## config.mk

```make
export PLATFORM = sky130hd
export DESIGN_NAME = tea_cipher_with_feedback_chain
export DESIGN_NICKNAME = d
export VERILOG_FILES = /design/src/sv/tea_pkg.sv /design/src/sv/tea_cfg.sv /design/src/sv/tea_core.sv /design/src/sv/tea_cipher_with_feedback_chain.sv
export SDC_FILE = /design/constraint.sdc
export NUM_CORES = 2
export LEC_CHECK = 0
export BUFFER_PORTS_ARGS = -buffer_cell sky130_fd_sc_hd__clkbuf_2
export CAP_MARGIN = 20
export CORE_UTILIZATION = 50
export CTS_BUF_LIST = sky130_fd_sc_hd__clkbuf_8
export CTS_CLUSTER_SIZE = 40
export DETAILED_ROUTE_END_ITERATION = 6
export PLACE_DENSITY = 0.68
export SYNTH_ARGS = -nofsm -noshare
export SYNTH_HDL_FRONTEND = slang
export SYNTH_SLANG_ARGS = --single-unit
```

## constraint.sdc

```tcl
create_clock -name clk -period 11.75 [get_ports clk]
set_clock_uncertainty 0.1 [all_clocks]
set_input_delay 1.175 -clock clk [delete_from_list [all_inputs] [get_ports clk]]
set_output_delay 1.175 -clock clk [all_outputs]
set_load 0.02 [all_outputs]
```

## src/sv/tea_pkg.sv

```systemverilog
// package: item types, command codes, register indexes and sequencer states
`default_nettype none
package tea_pkg;

  typedef enum logic [1:0] {
    CMD_CHAIN_ENC = 2'd0,
    CMD_CHAIN_DEC = 2'd1,
    CMD_RAW_ENC   = 2'd2,
    CMD_RAW_DEC   = 2'd3
  } cmd_t;

  localparam int unsigned CFG_IDX_W  = 3;
  localparam int unsigned CFG_DATA_W = 32;
  localparam int unsigned ROUND_W    = 7;

  localparam logic [CFG_IDX_W-1:0] REG_KEY0   = 3'd0;
  localparam logic [CFG_IDX_W-1:0] REG_KEY1   = 3'd1;
  localparam logic [CFG_IDX_W-1:0] REG_KEY2   = 3'd2;
  localparam logic [CFG_IDX_W-1:0] REG_KEY3   = 3'd3;
  localparam logic [CFG_IDX_W-1:0] REG_DELTA  = 3'd4;
  localparam logic [CFG_IDX_W-1:0] REG_ROUNDS = 3'd5;

  localparam logic [31:0]        DELTA_RESET  = 32'h9E3779B9;
  localparam logic [ROUND_W-1:0] ROUNDS_RESET = 7'd16;

  typedef struct packed {
    cmd_t        cmd;
    logic [31:0] block_left;
    logic [31:0] block_right;
    logic        first_block;
  } in_item_t;

  typedef struct packed {
    logic [31:0] result_left;
    logic [31:0] result_right;
  } out_item_t;

  typedef struct packed {
    logic [31:0]        key_word0;
    logic [31:0]        key_word1;
    logic [31:0]        key_word2;
    logic [31:0]        key_word3;
    logic [31:0]        round_delta;
    logic [ROUND_W-1:0] round_count;
  } tea_cfg_t;

  typedef struct packed {
    logic load;
    logic step;
    logic decrypt;
  } core_ctrl_t;

  typedef enum logic [1:0] {
    ST_IDLE,
    ST_ROUND,
    ST_FINISH
  } state_t;

endpackage
`default_nettype wire

```

## src/sv/tea_cfg.sv

```systemverilog
// configuration register file: key words, round delta and round count
`default_nettype none
module tea_cfg
  import tea_pkg::*;
(
  input  wire logic                  clk,
  input  wire logic                  rst_n,
  input  wire logic                  cfg_we,
  input  wire logic [CFG_IDX_W-1:0]  cfg_index,
  input  wire logic [CFG_DATA_W-1:0] cfg_wdata,
  output tea_cfg_t                   cfg
);

  tea_cfg_t cfg_r;
  tea_cfg_t cfg_nxt;

  always_comb begin
    cfg_nxt = cfg_r;
    if (cfg_we) begin
      unique case (cfg_index)
        REG_KEY0:   cfg_nxt.key_word0   = cfg_wdata;
        REG_KEY1:   cfg_nxt.key_word1   = cfg_wdata;
        REG_KEY2:   cfg_nxt.key_word2   = cfg_wdata;
        REG_KEY3:   cfg_nxt.key_word3   = cfg_wdata;
        REG_DELTA:  cfg_nxt.round_delta = cfg_wdata;
        REG_ROUNDS: cfg_nxt.round_count = cfg_wdata[ROUND_W-1:0];
        default:    cfg_nxt = cfg_r;
      endcase
    end
  end

  always_ff @(posedge clk) begin
    if (!rst_n) begin
      cfg_r.key_word0   <= '0;
      cfg_r.key_word1   <= '0;
      cfg_r.key_word2   <= '0;
      cfg_r.key_word3   <= '0;
      cfg_r.round_delta <= DELTA_RESET;
      cfg_r.round_count <= ROUNDS_RESET;
    end else begin
      cfg_r <= cfg_nxt;
    end
  end

  assign cfg = cfg_r;

endmodule
`default_nettype wire

```

## src/sv/tea_core.sv

```systemverilog
// shared round unit: one tea double round per step, with running sum
`default_nettype none
module tea_core
  import tea_pkg::*;
(
  input  wire logic        clk,
  input  wire tea_cfg_t    cfg,
  input  wire core_ctrl_t  ctrl,
  input  wire logic [63:0] blk_in,
  output logic      [63:0] blk_out
);

  logic [31:0] a_r, a_nxt;
  logic [31:0] b_r, b_nxt;
  logic [31:0] sum_r, sum_nxt;
  logic        dec_r, dec_nxt;
  logic [31:0] sum_init;
  logic [31:0] enc_a, enc_b, dec_a, dec_b;

  function automatic logic [31:0] tea_mix(input logic [31:0] v, input logic [31:0] s,
                                          input logic [31:0] ka, input logic [31:0] kb);
    tea_mix = ((v << 4) + ka) ^ (v + s) ^ ((v >> 5) + kb);
  endfunction

  assign sum_init = cfg.round_delta * {25'd0, cfg.round_count};

  always_comb begin
    enc_a = a_r + tea_mix(b_r, sum_r, cfg.key_word0, cfg.key_word1);
    enc_b = b_r + tea_mix(enc_a, sum_r, cfg.key_word2, cfg.key_word3);
    dec_b = b_r - tea_mix(a_r, sum_r, cfg.key_word2, cfg.key_word3);
    dec_a = a_r - tea_mix(dec_b, sum_r, cfg.key_word0, cfg.key_word1);
  end

  always_comb begin
    a_nxt   = a_r;
    b_nxt   = b_r;
    sum_nxt = sum_r;
    dec_nxt = dec_r;
    if (ctrl.load) begin
      a_nxt   = blk_in[63:32];
      b_nxt   = blk_in[31:0];
      dec_nxt = ctrl.decrypt;
      sum_nxt = ctrl.decrypt ? sum_init : cfg.round_delta;
    end else if (ctrl.step) begin
      if (dec_r) begin
        a_nxt   = dec_a;
        b_nxt   = dec_b;
        sum_nxt = sum_r - cfg.round_delta;
      end else begin
        a_nxt   = enc_a;
        b_nxt   = enc_b;
        sum_nxt = sum_r + cfg.round_delta;
      end
    end
  end

  always_ff @(posedge clk) begin
    a_r   <= a_nxt;
    b_r   <= b_nxt;
    sum_r <= sum_nxt;
    dec_r <= dec_nxt;
  end

  assign blk_out = {a_r, b_r};

endmodule
`default_nettype wire

```

## src/sv/tea_cipher_with_feedback_chain.sv

```systemverilog
// top level: sequencer, feedback chain registers and result register
`default_nettype none
// TEA block cipher with a two-register feedback chain. An item is one 64-bit
// block (two big-endian words), a command and a first-block flag; it yields
// one 64-bit block. One shared round unit runs one double round per cycle;
// an item passes through a load, a step for each double round, a check of
// the round counter at zero, and a step that applies the feedback xor and
// loads the result register. in_stall stays high while an item is at work;
// the result register lets the next item enter while the last result still
// waits on out_stall. Configuration must be written only while the block is
// idle; the block itself does not enforce this.
module tea_cipher_with_feedback_chain
  import tea_pkg::*;
(
  input  wire logic                  clk,
  input  wire logic                  rst_n,
  input  wire logic                  in_valid,
  output logic                       in_stall,
  input  wire in_item_t              in_item,
  output logic                       out_valid,
  input  wire logic                  out_stall,
  output out_item_t                  out_item,
  input  wire logic                  cfg_we,
  input  wire logic [CFG_IDX_W-1:0]  cfg_index,
  input  wire logic [CFG_DATA_W-1:0] cfg_wdata
);

  tea_cfg_t   cfg;
  core_ctrl_t ctrl;
  logic [63:0] core_in, core_out;

  state_t             state_r, state_nxt;
  cmd_t               cmd_r, cmd_nxt;
  logic [63:0]        hold_r, hold_nxt;
  logic [ROUND_W-1:0] cnt_r, cnt_nxt;
  logic [63:0]        cfb_r, cfb_nxt;
  logic [63:0]        pfb_r, pfb_nxt;
  logic               out_valid_r, out_valid_nxt;
  out_item_t          out_item_r, out_item_nxt;

  logic [63:0] blk, cfb_eff, pfb_eff, res;

  tea_cfg u_cfg (
    .clk       (clk),
    .rst_n     (rst_n),
    .cfg_we    (cfg_we),
    .cfg_index (cfg_index),
    .cfg_wdata (cfg_wdata),
    .cfg       (cfg)
  );

  tea_core u_core (
    .clk     (clk),
    .cfg     (cfg),
    .ctrl    (ctrl),
    .blk_in  (core_in),
    .blk_out (core_out)
  );

  always_comb begin
    state_nxt     = state_r;
    cmd_nxt       = cmd_r;
    hold_nxt      = hold_r;
    cnt_nxt       = cnt_r;
    cfb_nxt       = cfb_r;
    pfb_nxt       = pfb_r;
    out_item_nxt  = out_item_r;
    out_valid_nxt = out_valid_r && out_stall;
    ctrl          = '0;
    core_in       = '0;
    res           = core_out;
    blk           = {in_item.block_left, in_item.block_right};
    cfb_eff       = in_item.first_block ? 64'd0 : cfb_r;
    pfb_eff       = in_item.first_block ? 64'd0 : pfb_r;
    in_stall      = (state_r != ST_IDLE);

    unique case (state_r)
      ST_IDLE: begin
        if (in_valid) begin
          state_nxt    = ST_ROUND;
          cmd_nxt      = in_item.cmd;
          cnt_nxt      = cfg.round_count;
          cfb_nxt      = cfb_eff;
          pfb_nxt      = pfb_eff;
          ctrl.load    = 1'b1;
          ctrl.decrypt = (in_item.cmd == CMD_CHAIN_DEC) || (in_item.cmd == CMD_RAW_DEC);
          hold_nxt     = blk;
          core_in      = blk;
          case (in_item.cmd)
            CMD_CHAIN_ENC: begin
              core_in  = blk ^ cfb_eff;
              hold_nxt = blk ^ cfb_eff;
            end
            CMD_CHAIN_DEC: core_in = blk ^ pfb_eff;
            default:       core_in = blk;
          endcase
        end
      end
      ST_ROUND: begin
        if (cnt_r == '0) begin
          state_nxt = ST_FINISH;
        end else begin
          ctrl.step = 1'b1;
          cnt_nxt   = cnt_r - 1'b1;
        end
      end
      ST_FINISH: begin
        if (!out_valid_r || !out_stall) begin
          case (cmd_r)
            CMD_CHAIN_ENC: begin
              res     = core_out ^ pfb_r;
              cfb_nxt = core_out ^ pfb_r;
              pfb_nxt = hold_r;
            end
            CMD_CHAIN_DEC: begin
              res     = core_out ^ cfb_r;
              pfb_nxt = core_out;
              cfb_nxt = hold_r;
            end
            default: res = core_out;
          endcase
          out_item_nxt.result_left  = res[63:32];
          out_item_nxt.result_right = res[31:0];
          out_valid_nxt             = 1'b1;
          state_nxt                 = ST_IDLE;
        end
      end
      default: state_nxt = ST_IDLE;
    endcase
  end

  always_ff @(posedge clk) begin
    if (!rst_n) begin
      state_r     <= ST_IDLE;
      out_valid_r <= 1'b0;
      cfb_r       <= '0;
      pfb_r       <= '0;
    end else begin
      state_r     <= state_nxt;
      out_valid_r <= out_valid_nxt;
      cfb_r       <= cfb_nxt;
      pfb_r       <= pfb_nxt;
    end
  end

  always_ff @(posedge clk) begin
    cmd_r      <= cmd_nxt;
    hold_r     <= hold_nxt;
    cnt_r      <= cnt_nxt;
    out_item_r <= out_item_nxt;
  end

  assign out_valid = out_valid_r;
  assign out_item  = out_item_r;

endmodule
`default_nettype wire
```

Word-level counts from Yosys, hierarchy flattened

Cells that the tools add are included.

Register bits after elaboration: 532
Output and inout port bits: 66
Word-level logic and storage cells: 131

$add $sub $neg: 19
$mul: 1
Equality and inequality tests: 15
Mux-type cells: 40
Bitwise gates (word level): 12
Reduce and logical (&&, ||, !) cells: 25

Operators by type and width:

| operator                                                           | number |
|---|---|
| 64-bit one-hot mux with 2 select lines                             | 6 |
| 64-bit two-way mux                                                 | 9 |
| 32-bit adder                                                       | 11 |
| 32-bit two-way mux                                                 | 10 |
| 32-bit bitwise XOR                                                 | 8 |
| 64-bit bitwise XOR                                                 | 4 |
| 27-bit by 32-bit adder with 32-bit output                          | 4 |
| 32-bit subtractor                                                  | 3 |
| 32-bit by 7-bit multiplier with 32-bit output                      | 1 |
| 2-bit AND reduction                                                | 8 |
| 7-bit two-way mux                                                  | 2 |
| 7-bit one-hot mux with 2 select lines                              | 1 |
| 1-bit two-way mux                                                  | 8 |
| 2-bit inequality test, second input constant                       | 4 |
| 2-bit nonzero test                                                 | 4 |
| 7-bit logical NOT                                                  | 1 |
| 7-bit by 1-bit subtractor with 7-bit output, second input constant | 1 |
| 2-bit by 1-bit == test with 1-bit output, second input constant    | 3 |
| 3-bit by 2-bit == test with 1-bit output, second input constant    | 2 |
| 3-bit == test, second input constant                               | 2 |
| 2-bit logical NOT                                                  | 3 |
| 2-bit two-way mux                                                  | 3 |
| 2-bit one-hot mux with 3 select lines                              | 1 |
| 3-bit AND reduction                                                | 2 |
| other kinds (8)                                                    | 11 |

Logic depth before layout (Yosys ltp)

Word-level depth: 11
Depth in mapped cells: 49
Mapped depth without buffers: 49

Cells and area by module

From an unflattened synthesis, not the netlist that was laid out.

Cells, all modules: 6742
Area total of the unflattened synthesis: 57911.8 um^2

Modules (own cells, without submodules):

| module                         | instances | cells each | area an instance (um^2) | sequential area each (um^2) |
|---|---|---|---|---|
| tea_core                       | 1         | 4538       | 36030.8                 | 2912.8 |
| tea_cipher_with_feedback_chain | 1         | 1602       | 15583.7                 | 6736.5 |
| tea_cfg                        | 1         | 602        | 6297.3                  | 3343.2 |

Worst setup path before layout

No wires, ideal clock.

Kind: reg2reg
Start: register u_core.b_r[0]
End: register u_core.b_r[31] (data pin)
Data arrival time: 8.689 ns
Slack: 2.692 ns
Cell stages (with the launch flop): 45
Clock period less this slack: 9.058 ns
Cell sequence: edfxtp_1 -> ha_1 -> fa_1 -> a21o_1 -> a21o_1 -> a21o_1 -> a21o_1 -> a21oi_1 -> o21ai_0 -> a21oi_1 -> o21bai_1 -> xnor2_1 -> xnor2_1 -> ha_1 -> a21o_1 -> a211o_1 -> a211oi_1 -> and2_1 -> [... 9 more ...] -> nor3b_1 -> o211ai_1 -> a41o_1 -> a21o_1 -> a21o_1 -> and2_1 -> a41oi_1 -> xnor2_1 -> xnor3_1 -> ha_1 -> nand2_1 -> nand2b_1 -> a31oi_1 -> xor2_1 -> xnor3_1 -> xnor3_1 -> nor2_1 -> o22ai_1

Word-level cells in the longest chain between the ends: 11
Elaborated cells between the ends (all ways): 15
Those cells by class: 8 x add/sub; 3 x mux; 4 x bitwise

RTL lines:

| what                            | RTL line       | text |
|---|---|---|
| start, declared                 | tea_core.sv:14 | `logic [31:0] b_r, b_nxt;` |
| start signal, assigned          | tea_core.sv:59 | `b_r <= b_nxt;` |
| 32-bit adder                    | tea_core.sv:22 | `tea_mix = ((v << 4) + ka) ^ (v + s) ^ ((v >> 5) + kb);` |
| 32-bit bitwise XOR (2 in a row) | tea_core.sv:22 |  |
| 32-bit adder                    | tea_core.sv:28 | `enc_a = a_r + tea_mix(b_r, sum_r, cfg.key_word0, cfg.key_word1);` |
| 32-bit adder                    | tea_core.sv:22 |  |
| 32-bit bitwise XOR (2 in a row) | tea_core.sv:22 |  |
| 32-bit adder                    | tea_core.sv:29 | `enc_b = b_r + tea_mix(enc_a, sum_r, cfg.key_word2, cfg.key_word3);` |
| 32-bit two-way mux (*)          | tea_core.sv:45 | `if (dec_r) begin` |
| 32-bit two-way mux (*)          | tea_core.sv:44 | `end else if (ctrl.step) begin` |
| 32-bit two-way mux (*)          | tea_core.sv:39 | `if (ctrl.load) begin` |
| via u_core.b_nxt[31]            | tea_core.sv:14 |  |

Mark *: on every way through the listed nets, which the timed path passes. The rest lies on a longest branch. The select of a mux whose other input is x is not followed.
A chain may end at the register's enable or synchronous reset.

Final worst setup path

Same ends and word-level chain as after synthesis.

==> impl_metrics.ini <==
[synth]
synth_mux_area_share_pct = 2.76
synth_edf_count = 234
synthesis.nets = 7584
synth-simple-area-share_pct = 15.8
synth_top_family_by_area = compound AO/OA/AOI/OAI gates
synthFlopType = dfxtp_1
synth_seq_cells = 532
yosysSeqAreaShare_pct = 23.1
syn_area_um2 = 56200
synth_xor_xnor_area_share_pct = 16.7
ys_warn_count = 0
synth_cell_types = 86
synthCells = 6770
syn_avg_cell_area_um2 = 8.30
synth_compound_area_share_pct = 20.6
synth_fa_ha_area_share_pct = 17.7
synthArstFlopShare_pct = 0

[floorplanning]
rows = 122
coreArea_um2 = 111000
dieHeight_um = 337
dieArea_um2 = 114000
start_util_pct = 50.6
ios = 173
die_w_um = 337

[critical_path]
cp_slowest_cell = o31ai_1
critPathCaptureType = flip-flop
slowest_delay_ns = 0.68
cp_max_fo = 6
timing_worst_setup_path_type = flip-flop to flip-flop
critical_path_buf_inv_count = 2
worstPathRequired_ns = 12.16
cp.arrival_ns = 11.31
worst_path_dominant_cell_family = compound AO/OA/AOI/OAI gates
cp-start-kind = flip-flop

[placement]
dp_hpwl_mm = 155
place_congestion = 1.02
io_buffers = 172

[detailed_routing]
firstDrtPassIters = 6
wirelength_mm = 204
drcViolationCount = 0
vias = 51400
viasPerCell = 6.08
wl_per_cell_um = 24.1
drt_iter0_drc = 5010
antenna_left = 0

[clocking]
cts_setup_buffers = 0
holdBufCountCts = 0
cts_tree = yes
clkTransAtPathRegs_ns = 0.06
cts_buffers = 100
postCtsResizedCells = 0
clock-sinks = 532
insertion_delay_ns = 0.80
cts_root_buf = clkbuf_8
clock_path_buffers = 3
cts_max_level = 3

[job]
drv_cap = 0

[layout]
final_cell_mix = nand2_1 (946), xnor2_1 (808), a21oi_1 (672)
final_nets = 7697
syn_to_final_growth_pct = 8.36
drive_above_1_share_pct = 6.57
layout_commonest_cell = nand2_1

[sta]
post-route-period-util_pct = 92.8
finalHoldViolations = 0
worstMarginPinSlew_ns = 1.17
max-slew-margin-rel_pct = 21.9
period_needed_ns = 10.91
setup_viol = 0
slew_viol_final = 0
rsz0062_at_grt = no
fmax_ghz = 0.0917
fin_setup_tns_ns = 0

[global_routing]
track_usage_pct = 35.2
grt_pass1_vias = 49700
antenna_found_initial = 10
grt_pass1_wl_mm = 304
overflow = 0
grt_max_degree = 193

[outcome]
status = finished clean

[worst_hold_path]
min_path_type = flip-flop to flip-flop
through the flow:
step | hold WS (ns) | instances | setup slack [ns] | utilization, % | instance area (µm²)
after floorplan | 0.356 | 6770 | 2.69 | - | 56200
after global placement | 0.367 | 8265 | 0.925 | 52.9 | 58800
after detailed placement | 0.373 | 8267 | 0.845 | 52.9 | 58800
after CTS | 0.381 | 8455 | 0.799 | 54.8 | 60900
after global routing | 0.395 | 8459 | 0.182 | 54.8 | 60900
final | 0.381 | 8461 | 0.842 | 54.8 | 60900
flip-flops by register name, summed over array words and instances, names as in the netlist, 2 cells and up:
register / flops
cmd_r: 2
state_r: 2
u_core.b_r: 32
pfb_r: 64
u_cfg.cfg: 167
out_item: 64
hold_r: 64
u_core.sum_r: 32
cfb_r: 64
u_core.a_r: 32
cnt_r: 7
cells by family after synthesis:
| group | Yosys count |
|---|---|
| AND/OR/NAND/NOR | 1987 |
| AO/OA/AOI/OAI | 1834 |
| XOR/XNOR | 1060 |
| adder cells (fa/ha/maj) | 707 |
| flip-flops | 532 |
| buffers and inverters | 495 |
| multiplexers | 155 |
synth_stat cells (all sizes together), types with 216 or more instances:
library cell | number | area (µm²)
nor2 | 442 | 1660
dfxtp | 298 | 5970
inv | 233 | 875
xnor2 | 808 | 7080
xor2 | 245 | 2150
o21ai | 270 | 1350
a21o | 255 | 1910
nand2 | 949 | 3560
a21oi | 673 | 3370
edfxtp | 234 | 7030
ha | 558 | 6980
clkbuf | 216 | 811
layer usage:
metal	share of wire (%)	global-route usage (%)
met1	44	49.1
met4	2.3	9.39
met2	44	55.2
met3	10	6.80
met5	0.021	0
path summary, 6_finish.rpt:
check | startpoint | to | slack [ns] | cells after the start
hold / removal | u_cfg.cfg[102] | u_cfg.cfg[102] | 0.38 | 2
setup reg to reg | u_core.b_r[0] | u_core.b_r[31] | 0.84 | 45
hold reg to reg | u_cfg.cfg[102] | u_cfg.cfg[102] | 0.38 | 2
setup / recovery | u_core.b_r[0] | u_core.b_r[31] | 0.84 | 45
tightest hold or removal path: cells and delay by family, from the launching register on:
kind            cells  cell delay (ns)
compound gates      1             0.06
flops               1             0.32
simple gates        1             0.05
final cells by class:
cell class	instances	area, µm²
Antenna cell	4	10.0
Clock buffer	121	1670
Clock inverter	67	414
Fill cell	10500	50200
Inverter	234	886
Multi-Input combinational cell	5743	41400
Sequential cell	532	13000
Tap cell	1488	1860
Timing Repair Buffer	272	1640
Power is not shown: default switching activity piles up to over one toggle a cycle in this logic, so the estimate is an artifact.
